<file path="config.mk">
export PLATFORM = sky130hd
export DESIGN_NAME = dns_query_question_parser_core
export DESIGN_NICKNAME = d
export VERILOG_FILES = /design/src/rtl/dqp_pkg.sv /design/src/rtl/dns_query_question_parser_core.sv /design/src/rtl/dqp_parser.sv /design/src/rtl/dqp_result_queue.sv
export SDC_FILE = /design/constraint.sdc
export NUM_CORES = 1
export LEC_CHECK = 0
export CAP_MARGIN = 15
export CELL_PAD_IN_SITES_DETAIL_PLACEMENT = 1
export CELL_PAD_IN_SITES_GLOBAL_PLACEMENT = 2
export CORE_ASPECT_RATIO = 0.8
export CORE_UTILIZATION = 44
export DETAILED_ROUTE_END_ITERATION = 7
export DONT_BUFFER_PORTS = 1
export MAX_ROUTING_LAYER = met4
export PLACE_DENSITY_LB_ADDON = 0.1
export SLEW_MARGIN = 10
export SYNTH_ARGS = -nofsm -noshare
export SYNTH_HDL_FRONTEND = slang
export SYNTH_SLANG_ARGS = --single-unit
export TNS_END_PERCENT = 50
</file>
<file path="constraint.sdc">
create_clock -name clk -period 5.6 [get_ports clk]
set_input_delay 1.12 -clock clk [delete_from_list [all_inputs] [get_ports clk]]
set_output_delay 1.12 -clock clk [all_outputs]
set_load 0.05 [all_outputs]
</file>
<file path="src/rtl/dqp_pkg.sv">
// shared types and constants for the dns query question parser
// no dependencies; imported by the parser, the result queue and the top level
package dqp_pkg;

	// header is 12 bytes, index of its last byte
	localparam logic [3:0] HDR_LAST = 4'd11;
	// type/class tail is 4 bytes, index of its last byte
	localparam logic [1:0] TAIL_LAST = 2'd3;
	// top two bits of a length byte: compression or reserved label type
	localparam logic [7:0] LABEL_TYPE_MASK = 8'hC0;
	localparam logic [7:0] DOT_CHAR = 8'h2E;
	// longest dotted name accepted
	localparam int unsigned MAX_NAME = 255;

	typedef enum logic [2:0] {
		ST_OK        = 3'd0,
		ST_HDR_SHORT = 3'd1,
		ST_BAD_LABEL = 3'd2,
		ST_TRUNC     = 3'd3,
		ST_TOO_LONG  = 3'd4,
		ST_NO_TAIL   = 3'd5
	} status_t;

	typedef enum logic [2:0] {
		PH_HEADER = 3'd0,
		PH_LEN    = 3'd1,
		PH_DATA   = 3'd2,
		PH_SKIP   = 3'd3,
		PH_TAIL   = 3'd4,
		PH_DONE   = 3'd5
	} phase_t;

	typedef struct packed {
		logic        is_report;
		logic [7:0]  name_char;
		status_t     status;
		logic [15:0] transaction_id;
		logic        recursion_desired;
		logic [15:0] question_count;
		logic [15:0] query_type;
		logic [15:0] query_class;
		logic [7:0]  name_length;
	} item_t;

	// up to two result items per input byte; push1 only with push0
	typedef struct packed {
		logic  push0;
		logic  push1;
		item_t item0;
		item_t item1;
	} push_t;

endpackage

</file>
<file path="src/rtl/dns_query_question_parser_core.sv">
// top level of the dns query header and first-question parser
// depends on dqp_pkg, dqp_parser and dqp_result_queue
//
// Packet bytes come in one per transfer with an end-of-packet mark on the
// last one. The header gives the ID, RD flag and QDCOUNT; the first
// question's name then comes out as character items, a dot in place of each
// length byte after the first label, followed by QTYPE and QCLASS capture.
// Every packet ends with exactly one report item, sent at its final byte,
// that carries the status (ok, header short, bad label type, truncated
// label, name too long, missing type/class) and the captured fields; on an
// error the consumer drops the characters already sent. When a byte is
// taken, parser state updates in a single pass of logic and up to two
// result items (a character and the report) go into a four-entry result
// queue in the same cycle. The queue sends one item per cycle while
// result_ready is high, so bytes then stream at one per cycle; byte_ready
// drops only while the queue holds three or more items. Parser state
// clears itself after each report.
module dns_query_question_parser_core (
	input  logic        clk,
	input  logic        arst_n,
	// byte channel
	input  logic        byte_valid,
	output logic        byte_ready,
	input  logic [7:0]  data_byte,
	input  logic        end_of_packet,
	// result channel
	output logic        result_valid,
	input  logic        result_ready,
	output logic        is_report,
	output logic [7:0]  name_char,
	output logic [2:0]  status,
	output logic [15:0] transaction_id,
	output logic        recursion_desired,
	output logic [15:0] question_count,
	output logic [15:0] query_type,
	output logic [15:0] query_class,
	output logic [7:0]  name_length
);
	import dqp_pkg::*;

	logic  byte_xfer;
	push_t push;
	item_t head;

	// a byte transfers only when the queue can hold both of its results
	assign byte_xfer = byte_valid && byte_ready;

	dqp_parser u_parser (
		.clk           (clk),
		.arst_n        (arst_n),
		.accept        (byte_xfer),
		.data_byte     (data_byte),
		.end_of_packet (end_of_packet),
		.push          (push)
	);

	dqp_result_queue u_queue (
		.clk        (clk),
		.arst_n     (arst_n),
		.push       (push),
		.pop        (result_ready),
		.room       (byte_ready),
		.head_valid (result_valid),
		.head       (head)
	);

	// result fields straight from the queue head
	assign is_report         = head.is_report;
	assign name_char         = head.name_char;
	assign status            = head.status;
	assign transaction_id    = head.transaction_id;
	assign recursion_desired = head.recursion_desired;
	assign question_count    = head.question_count;
	assign query_type        = head.query_type;
	assign query_class       = head.query_class;
	assign name_length       = head.name_length;

	// a stalled byte side means results are waiting
	a_stall_has_backlog: assert property (@(posedge clk) disable iff (!arst_n)
		!byte_ready |-> result_valid)
		else $error("byte side stalled with an empty result queue");

	// character items carry only the character
	a_char_item_clean: assert property (@(posedge clk) disable iff (!arst_n)
		result_valid && !is_report |-> status == ST_OK && transaction_id == 16'h0000
			&& question_count == 16'h0000 && query_type == 16'h0000)
		else $error("character item with report fields set");

	// type and class only reported on a clean finish
	a_error_no_type: assert property (@(posedge clk) disable iff (!arst_n)
		result_valid && is_report && status != ST_OK
			|-> query_type == 16'h0000 && query_class == 16'h0000)
		else $error("type/class reported with an error status");

	// a short header reports no header fields
	a_short_header: assert property (@(posedge clk) disable iff (!arst_n)
		result_valid && is_report && status == ST_HDR_SHORT
			|-> transaction_id == 16'h0000 && question_count == 16'h0000
				&& !recursion_desired && name_length == 8'h00)
		else $error("short header report with captured fields");

endmodule

</file>
<file path="src/rtl/dqp_parser.sv">
// per-byte parser: state registers and the next-state / result logic
// depends on dqp_pkg
module dqp_parser (
	input  logic           clk,
	input  logic           arst_n,
	input  logic           accept,
	input  logic [7:0]     data_byte,
	input  logic           end_of_packet,
	output dqp_pkg::push_t push
);
	import dqp_pkg::*;

	typedef struct packed {
		phase_t      phase;
		logic [3:0]  hdr_idx;
		logic [15:0] id;
		logic        rd;
		logic [15:0] qd;
		logic [5:0]  left;
		logic [7:0]  nlen;
		logic [1:0]  tail_idx;
		logic [31:0] tcw;
		status_t     held;
	} pstate_t;

	localparam pstate_t PSTATE_RESET = '{
		phase: PH_HEADER, hdr_idx: '0, id: '0, rd: 1'b0, qd: '0, left: '0,
		nlen: '0, tail_idx: '0, tcw: '0, held: ST_OK
	};
	localparam logic [9:0] MAX_NAME_W = 10'(MAX_NAME);

	pstate_t    state_q;
	pstate_t    state_n;
	pstate_t    step;
	status_t    end_status;
	logic       char_push;
	logic [7:0] char_val;
	logic [9:0] len_sum;
	logic [5:0] left_dec;
	logic       hdr_short;
	logic       full_ok;
	item_t      char_item;
	item_t      report_item;

	always_ff @(posedge clk or negedge arst_n) begin
		if (!arst_n) begin
			state_q <= PSTATE_RESET;
		end else if (accept) begin
			state_q <= state_n;
		end
	end

	assign len_sum  = 10'(state_q.nlen) + 10'(data_byte[5:0]) + 10'd1;
	assign left_dec = state_q.left - 6'd1;

	always_comb begin
		step       = state_q;
		end_status = ST_OK;
		char_push  = 1'b0;
		char_val   = '0;
		unique case (state_q.phase)
			PH_HEADER: begin
				case (state_q.hdr_idx)
					4'd0: step.id = {data_byte, 8'h00};
					4'd1: step.id[7:0] = data_byte;
					4'd2: step.rd = data_byte[0];
					4'd4: step.qd = {data_byte, 8'h00};
					4'd5: step.qd[7:0] = data_byte;
					default: ;
				endcase
				if (state_q.hdr_idx < HDR_LAST) begin
					step.hdr_idx = state_q.hdr_idx + 4'd1;
					end_status   = ST_HDR_SHORT;
				end else begin
					step.held = ST_OK;
					if (step.qd != '0) begin
						step.phase = PH_LEN;
						end_status = ST_NO_TAIL;
					end else begin
						step.phase = PH_DONE;
						end_status = ST_OK;
					end
				end
			end
			PH_LEN: begin
				if (data_byte == 8'h00) begin
					step.phase    = PH_TAIL;
					step.tail_idx = '0;
					end_status    = ST_NO_TAIL;
				end else if ((data_byte & LABEL_TYPE_MASK) != 8'h00) begin
					step.phase = PH_DONE;
					step.held  = ST_BAD_LABEL;
					end_status = ST_BAD_LABEL;
				end else begin
					step.left  = data_byte[5:0];
					end_status = ST_TRUNC;
					if (len_sum > MAX_NAME_W) begin
						step.phase = PH_SKIP;
					end else begin
						// dot stands in for every length byte after the first label
						if (state_q.nlen != '0) begin
							step.nlen = state_q.nlen + 8'd1;
							char_push = 1'b1;
							char_val  = DOT_CHAR;
						end
						step.phase = PH_DATA;
					end
				end
			end
			PH_DATA: begin
				char_push = 1'b1;
				char_val  = data_byte;
				step.nlen = state_q.nlen + 8'd1;
				step.left = left_dec;
				if (left_dec == '0) begin
					step.phase = PH_LEN;
					end_status = ST_NO_TAIL;
				end else begin
					end_status = ST_TRUNC;
				end
			end
			PH_SKIP: begin
				step.left = left_dec;
				if (left_dec == '0) begin
					step.phase = PH_DONE;
					step.held  = ST_TOO_LONG;
					end_status = ST_TOO_LONG;
				end else begin
					end_status = ST_TRUNC;
				end
			end
			PH_TAIL: begin
				step.tcw = {state_q.tcw[23:0], data_byte};
				if (state_q.tail_idx == TAIL_LAST) begin
					step.phase = PH_DONE;
					step.held  = ST_OK;
					end_status = ST_OK;
				end else begin
					step.tail_idx = state_q.tail_idx + 2'd1;
					end_status    = ST_NO_TAIL;
				end
			end
			PH_DONE: end_status = state_q.held;
			default: end_status = state_q.held;
		endcase
	end

	// report fields come from the updated state, before the end-of-packet clear
	assign hdr_short = (end_status == ST_HDR_SHORT);
	assign full_ok   = (end_status == ST_OK) && (step.qd != '0);

	always_comb begin
		char_item           = '0;
		char_item.name_char = char_val;

		report_item                   = '0;
		report_item.is_report         = 1'b1;
		report_item.status            = end_status;
		report_item.transaction_id    = hdr_short ? 16'h0000 : step.id;
		report_item.recursion_desired = hdr_short ? 1'b0 : step.rd;
		report_item.question_count    = hdr_short ? 16'h0000 : step.qd;
		report_item.query_type        = full_ok ? step.tcw[31:16] : 16'h0000;
		report_item.query_class       = full_ok ? step.tcw[15:0] : 16'h0000;
		report_item.name_length       = step.nlen;

		state_n = end_of_packet ? PSTATE_RESET : step;
	end

	assign push.push0 = accept && (char_push || end_of_packet);
	assign push.push1 = accept && char_push && end_of_packet;
	assign push.item0 = char_push ? char_item : report_item;
	assign push.item1 = report_item;

endmodule

</file>
<file path="src/rtl/dqp_result_queue.sv">
// four-entry result queue, takes up to two items per cycle, gives one per cycle while popped
// depends on dqp_pkg
module dqp_result_queue (
	input  logic           clk,
	input  logic           arst_n,
	input  dqp_pkg::push_t push,
	input  logic           pop,
	output logic           room,
	output logic           head_valid,
	output dqp_pkg::item_t head
);
	import dqp_pkg::*;

	localparam int DEPTH = 4;
	localparam int PW    = $clog2(DEPTH);

	item_t         slots_q [DEPTH];
	logic [PW-1:0] wr_ptr_q;
	logic [PW-1:0] rd_ptr_q;
	logic [PW:0]   count_q;
	logic [PW-1:0] wr_ptr_p1;
	logic          do_pop;
	logic [PW:0]   push_n;

	assign wr_ptr_p1  = wr_ptr_q + PW'(1);
	assign head_valid = (count_q != '0);
	assign do_pop     = pop && head_valid;
	assign push_n     = (PW+1)'(push.push0) + (PW+1)'(push.push1);
	// space for a two-item byte
	assign room       = (count_q <= (PW+1)'(DEPTH - 2));
	assign head       = slots_q[rd_ptr_q];

	always_ff @(posedge clk or negedge arst_n) begin
		if (!arst_n) begin
			wr_ptr_q <= '0;
			rd_ptr_q <= '0;
			count_q  <= '0;
		end else begin
			wr_ptr_q <= wr_ptr_q + PW'(push_n);
			if (do_pop) begin
				rd_ptr_q <= rd_ptr_q + PW'(1);
			end
			count_q <= count_q + push_n - (PW+1)'(do_pop);
		end
	end

	always_ff @(posedge clk) begin
		if (push.push0) begin
			slots_q[wr_ptr_q] <= push.item0;
		end
		if (push.push1) begin
			slots_q[wr_ptr_p1] <= push.item1;
		end
	end

endmodule
</file>
==> out/qor.yml, run 1 <==
status:
  status: "finished, final reports clean"
setup_path:
  crit_fanout: 22
  crit_path_frequent_cell: "nor2_1"
  r2r_slack_ns: 1.18
  r2r-start: "u_parser.state_q[37]$_DFFE_PN0P_"
  critical_path.cell_chain: "ha_1 > fa_1 > a211oi_1 > nor2_1 > or4_1 > a2111o_1 > a31oi_4 > nor3_2 > a21oi_4 > buf_12 > nor2_1"
  critical_path_class: "in2reg"
  rr_endpoint: "u_queue.slots_q[0][72]$_DFFE_PP_"
  cp_num_buf_inv: 1
  cp.arrival_ns: 4.77
  crit_path_top_delay_cell: "or4_1"
  start_kind: "input pin"
  cp.required_ns: 5.92
  cpPeakStageDelay_ns: 0.54
  r2r_cells: 11
  worst_setup_path_end_kind: "flip-flop"
  cp_top_family: "compound AO/OA/AOI/OAI gates"
route:
  vias: 13700
  drc: 0
  wire_per_inst_um: 25.5
  ant_nets: 0
  drt_pass1_iterations: 5
  vias_per_cell: 5.99
  routed_wl_um: 58200
  drt_iter0_drc: 1021
synth:
  synth_seq_area_share_pct: 60.3
  syn_area_per_cell_um2: 12.2
  synth_seq_cells: 437
  async_reset_ff_share_pct: 22.2
  syn-cell-area_um2: 20400
  synth_edf_count: 304
  synthCells: 1672
  yosys-top-cells-area: "edfxtp_1 (45%), dfrtp_1 (12%), mux4_2 (9.4%)"
  yosys.cell_count.top_type: "nor2_1"
  yosysTopAreaCell: "edfxtp_1"
  yosys_warnings: 0
  synthesis.nets: 1707
  synth_top_cell_area_share_pct: 44.8
  synth_common_cells: "nor2_1 (340), edfxtp_1 (304), nand2_1 (127), dfrtp_1 (97), clkbuf_1 (93)"
  synth_cell_type_count: 68
  synthFlopType: "edfxtp_1"
floorplan:
  die_h_um: 194
  die_area_um2: 47100
  top_level_ports: 100
  fp.dieW_um: 243
  rows: 70
  core_area_um2: 45700
  initial_core_util_pct: 44.5
sta:
  max_slew_margin_pct: 24.3
  fin_skew_ns: 0.0246
  maxSlewViolCount: 0
  setup_viol: 0
  period_share_pct: 79.4
  hold_viol: 0
  max_freq_mhz: 225
  worst_slack_ns: 1.15
  rsz0062_at_grt: "false"
  tightestPinTransition_ns: 1.13
  finalCriticalPeriod_ns: 4.45
final_layout:
  design_area_um2: 22700
  layout-drive-gt1-share_pct: 14.8
  fillers: 4685
  multiInputGateArea_um2: 7600
  syn_to_final_growth_pct: 11.4
  n_antenna_cell: 0
  final-seq-area_um2: 12300
  final_nets: 1669
power_and_ir_drop:
  p_int_mw: 7.12
  pwr-share-seq_pct: 36.0
  powerDensity_nw_per_um2: 543
  swShare_pct: 42.2
  pwr-share-clk_pct: 24.9
  p_leak_nw: 7.75
  peakVddDrop_v: 0.000463
  switching_power_mw: 5.19
  combPwrFrac_pct: 39.1
placement:
  placed_area_um2: 21200
  post-place-ws_ns: 0.578
  dp_hpwl_um: 36000
  gp_congestion: 0.802
  io_buffers: 0
clocking:
  holdBufCountCts: 0
  cts_sinks: 437
  clk_latency_ns: 0.59
  cts_made_buffers: 46
  clockRootBuffer: "clkbuf_16"
  clk_pin_slew_ns: 0.06
  post_cts_buffers: 0
  cts_buffer_depth: 3
  htreeDepth: 2
  tritoncts: "yes"
  cts-resized-gates: 0
grt:
  track_usage_pct: 25.8
  grt_pass1_vias: 14300
  grt_antenna_before_repair: 1
  grt_start_max_net_pins: 98
  overflow: 0
  grt_pass1_wl_um: 89900
job:
  maxCapViolations: 0
worst_hold_path:
  hp-class: "in2async"
[area by class of cell]
| type | count | area share, % |
|---|---|---|
| Clock buffer | 57 | 5.63 |
| Sequential cell | 437 | 54.2 |
| Clock inverter | 28 | 0.938 |
| Timing Repair Buffer | 40 | 2.10 |
| Multi-Input combinational cell | 1091 | 33.5 |
| Tap cell | 612 | 3.38 |
| Inverter | 18 | 0.298 |
[how the worst max path moves through the flow]
stage | startpoint | endpoint | slack (ns) | cells after the start
after global placement | data_byte[0] | u_queue.slots_q[0][54]$_DFFE_PP_ | 0.67 | 11
after global routing | u_parser.state_q[37]$_DFFE_PN0P_ | u_queue.count_q[2]$_DFF_PN0_ | 0.92 | 15
after floorplan | data_byte[0] | u_queue.slots_q[2][0]$_DFFE_PP_ | -0.23 | 9
after CTS | u_parser.state_q[37]$_DFFE_PN0P_ | u_queue.slots_q[0][72]$_DFFE_PP_ | 1.19 | 11
final | data_byte[0] | u_queue.slots_q[0][72]$_DFFE_PP_ | 1.15 | 11
after detailed placement | data_byte[0] | u_queue.slots_q[0][72]$_DFFE_PP_ | 0.58 | 11
[sequential cells by signal (all words and copies together), names as in the netlist]
name,cells
u_queue.wr_ptr_q,2
u_queue.count_q,3
u_queue.slots_q,340
u_queue.rd_ptr_q,2
u_parser.state_q,90
[power by group through the flow]
stage	combinational, mW	sequential (mW)	clock [mW]
finish	4.81	4.43	3.07
global route	5.14	4.50	3.24
CTS	4.84	4.43	3.13
detailed placement	4.82	4.50	0
global placement	4.75	4.47	0
floorplan	4.00	4.21	0
[logic make-up after synthesis]
family | Yosys count | share of synthesized area, %
muxes | 133 | 11.8
AOI/OAI and AO/OA | 275 | 9.20
xor gates and xnor gates | 15 | 0.645
adders and majority gates | 23 | 1.47
and+or+nand+nor | 645 | 13.8
buffers and inverters | 144 | 2.78
DFF | 437 | 60.3
[routing by layer]
metal  share of wire (%)  vias up  GRT usage, %  routed length (um)
met4                 1.7        0          5.86                 974
met2                  45      294          38.2               26300
met5                   0        -             -                   0
li1                    -     6114             -                   -
met1                  48     7207          37.6               28100
met3                 4.8       70          3.92                2760
[through the flow]
stage                     setup TNS (ns)  power, mW  utilization [%]  instances  hold slack (ns)
final                                  0       12.3             49.6       2283            0.234
after global routing                   0       12.9             49.6       2283            0.211
after CTS                              0       12.4             49.6       2282            0.197
after detailed placement               0       9.32             46.3       2197            0.450
after global placement                 0       9.22             46.3       2197            0.429
after floorplan                   -35.18       8.21                -       1672            0.418
[layout by cell type, fill, tap and decap left out, drive strengths merged, types with 26 or more instances in the layout]
cell type / instances
a21oi: 30
a22o: 26
a22oi: 60
buf: 40
clkbuf: 57
dfrtp: 97
dfxtp: 36
edfxtp: 304
mux2i: 40
mux4: 85
nand2: 127
nor2: 340
nor3: 68
o21ai: 85
or2: 34
No activity file was read; power rests on OpenSTA's default activity.
==> run 2, diff against run 1 <==
- CORE_UTILIZATION: 44 -> 40
- clock period: 5.6 -> 4 ns (I/O delays scaled with it)
==> run 2 against run 1 <==
Compared with the run above: clock skew is 0.0011 ns lower; sequential power is 37% higher; power is 43% higher; via count is 0.15% higher; utilization is 3.1 points lower; register-to-register slack worse by 0.91 ns; routed wire length is 0.86% higher; die area is 9.9% higher; setup slack worse by 0.88 ns; cell area is 2.5% higher; non-clock buffer count is 29 higher.
==> out/qor.yml, run 2 (synthesis gave the netlist of run 1 again) <==
status:
  status: "finished, final reports clean"
clocking:
  clk_pin_slew_ns: 0.06  # about the same
  cts_made_buffers: 48  # +4.3%
  tritoncts: "yes"
  clk_latency_ns: 0.59  # about the same
  cts_sinks: 437  # unchanged
  htreeDepth: 2  # unchanged
  cts_buffer_depth: 3  # unchanged
  cts-resized-gates: 0  # unchanged
  post_cts_buffers: 0  # unchanged
  clockRootBuffer: "clkbuf_16"
final_layout:
  fillers: 5174  # +10%
  largest_register: "u_queue.slots_q"
  fin_util_pct: 46.5  # -3.1 points
  reg_top3: "u_queue.slots_q x340, u_parser.state_q x90, u_queue.count_q x3"
  largest_reg_flops: 340  # unchanged
  fin_cells: 2379  # +4.2%
  final_common_cell: "nor2_1"
  syn_to_final_growth_pct: 14.2
  final_nets: 1700  # +1.9%
  final_cell_mix: "nor2_1 (338), edfxtp_1 (304), nand2_1 (125)"
  layout-drive-gt1-share_pct: 16.7  # +1.9 points
  n_antenna_cell: 0  # unchanged
route:
  vias_per_cell: 5.76  # -3.9%
  drc: 0  # unchanged
  ant_nets: 0  # unchanged
  top_layer_used: "met4"
  wire_per_inst_um: 24.7  # -3.2%
  vias: 13700  # +0.15%
  drt_pass1_iterations: 4  # -1
  wl_met2_um: 26300  # -0.11%
  met3_length_um: 2490  # -9.8%
  met1_length_um: 29000  # +3.1%
  routed_wl_um: 58700  # +0.86%
  drt_iter0_drc: 943  # -7.6%
sta:
  tightestPinTransition_ns: 1.19  # +0.0562 ns
  max_slew_margin_pct: 20.2  # -4.1 points
  final.setup.tns_ns: 0  # unchanged
  hold_viol: 0  # unchanged
  period_share_pct: 93.2
  setup_viol: 0  # unchanged
  finalCriticalPeriod_ns: 3.73
  maxSlewViolCount: 0  # unchanged
  rsz0062_at_grt: "false"
  hold_ws_ns: 0.138  # -0.0953 ns
  fin_skew_ns: 0.0235  # -0.00107 ns
  max_freq_mhz: 268
setup_path:
  crit_path_start: "u_parser.state_q[37]$_DFFE_PN0P_"
  endpoint: "u_queue.count_q[1]$_DFF_PN0_"
  cp.arrival_ns: 4.19  # -0.58 ns
  critical_path_class: "reg2reg"
  cp.required_ns: 4.46  # -1.46 ns
  worst_setup_path_end_kind: "flip-flop"
  cp_num_buf_inv: 0  # -1
  critical_path.cell_chain: "ha_4 > fa_2 > a211oi_2 > nor2_1 > or4_4 > a2111oi_2 > nor3_2 > nor2_1 > nor2_1 > ha_2 > ha_1 > fa_2"
  cpPeakStageDelay_ns: 0.55  # about the same
  start_kind: "flip-flop"
  r2r-start: "u_parser.state_q[37]$_DFFE_PN0P_"
  r2r_slack_ns: 0.27  # -0.91 ns
  crit_path_top_delay_cell: "or4_4"
  cp.depth: 12  # +1
  crit_path_frequent_cell: "nor2_1"
  r2r_cells: 12  # +1
  crit_fanout: 3  # -86%
  cp_top_family: "adder cells"
  rr_endpoint: "u_queue.count_q[1]$_DFF_PN0_"
worst_hold_path:
  hp-class: "in2async"
job:
  maxCapViolations: 0  # unchanged
power_and_ir_drop:
  combPwrFrac_pct: 40.1  # +1.0 points
  powerDensity_nw_per_um2: 758  # +40%
  pwr-share-clk_pct: 25.5  # +0.6 points
  switching_power_mw: 7.32  # +41%
  peakVddDrop_v: 0.000493  # +6.7%
  p_int_mw: 10.3  # +45%
  pwr-share-seq_pct: 34.5  # -1.5 points
  swShare_pct: 41.5  # -0.65 points
  p_leak_nw: 7.97  # +2.8%
grt:
  grt_pass1_vias: 14200  # -0.76%
  grt_start_max_net_pins: 98  # unchanged
  grt_pass1_wl_um: 89900  # about the same
  grt_antenna_before_repair: 0  # -1
  overflow: 0  # unchanged
  track_usage_pct: 23.8  # -2.0 points
floorplan:
  initial_core_util_pct: 40.8  # -3.8 points
  die_h_um: 204  # +4.8%
  die_area_um2: 51800  # +9.9%
  fp.dieW_um: 254  # +4.8%
  rows: 73  # +4.3%
  top_level_ports: 100  # unchanged
  core_area_um2: 50000  # +9.3%
placement:
  dp_hpwl_um: 36300  # +1.0%
  gp_congestion: 0.839  # +4.6%
  post-place-cells: 2289  # +4.2%
  io_buffers: 0  # unchanged
[run 2: changes by cell type in the layout (fill, tap and decap cells not counted), moves of 4 or more]
cell      delta
clkbuf_8     +8
o21ai_1      +4
buf_12      +10
buf_4       +18
o21ai_0      -4
clkbuf_1     +9
clkinv_2    -12
clkinv_1     -4
[run 2: repair_timing]
action | in CTS | in global routing
setup endpoints to repair | 0 | 0
hold buffers | 1 | 0
hold endpoints to repair | 97 | 0
[run 2: power groups by stage]
| stage | Combinational (mW) | Sequential [mW] | Clock (mW) |
|---|---|---|---|
| finish | 7.06 | 6.07 | 4.48 |
| global route | 7.55 | 6.16 | 4.75 |
| CTS | 7.14 | 6.07 | 4.60 |
| detailed placement | 7.09 | 6.16 | 0 |
| global placement | 7.03 | 6.13 | 0 |
| floorplan | 5.63 | 5.89 | 0 |
[run 2: worst reg2reg max path: stages (launching register included)]
cell	delay (ns)
dfrtp_1	0.41
ha_4	0.18
fa_2	0.41
a211oi_2	0.26
nor2_1	0.07
or4_4	0.55
a2111oi_2	0.46
nor3_2	0.11
nor2_1	0.12
nor2_1	0.05
ha_2	0.34
ha_1	0.18
fa_2	0.44
[run 2: final cells by class]
cell class | instances | area (um^2) | area share [%]
timing repair buffer | 69 | 838 | 3.61
sequential | 437 | 12300 | 52.8
multi-input combinational | 1091 | 7630 | 32.8
inverter | 18 | 67.6 | 0.291
clock buffer | 74 | 1420 | 6.11
clock inverter | 15 | 164 | 0.705
tap | 675 | 845 | 3.63
[run 2: per-layer routing]
metal / track usage, % / up-vias
met5: - / -
met4: 4.84 / 0
met3: 3.54 / 65
met2: 34.8 / 246
met1: 35.1 / 7210
li1: - / 6184
[run 2: worst min path at each step]
stage,cells after the start,end,start,slack (ns)
after floorplan,2,u_queue.slots_q[2][84]$_SDFFE_PP1P_,u_queue.slots_q[2][84]$_SDFFE_PP1P_,0.42
after global placement,2,u_queue.slots_q[2][84]$_SDFFE_PP1P_,u_queue.slots_q[2][84]$_SDFFE_PP1P_,0.43
after detailed placement,2,u_queue.slots_q[2][84]$_SDFFE_PP1P_,u_queue.slots_q[2][84]$_SDFFE_PP1P_,0.44
after CTS,1,u_parser.state_q[74]$_DFFE_PN0P_,arst_n,0.15
after global routing,1,u_parser.state_q[74]$_DFFE_PN0P_,arst_n,0.15
final,1,u_parser.state_q[74]$_DFFE_PN0P_,arst_n,0.14
[run 2: through the flow]
stage | power [mW] | area (um^2) | setup WS (ns)
after detailed placement | 13.3 | 21600 | -0.0668
after global placement | 13.2 | 21600 | -0.0292
final | 17.6 | 23200 | 0.270
after floorplan | 11.5 | 20400 | -0.136
after global routing | 18.5 | 23200 | 0.110
after CTS | 17.8 | 23200 | 0.284
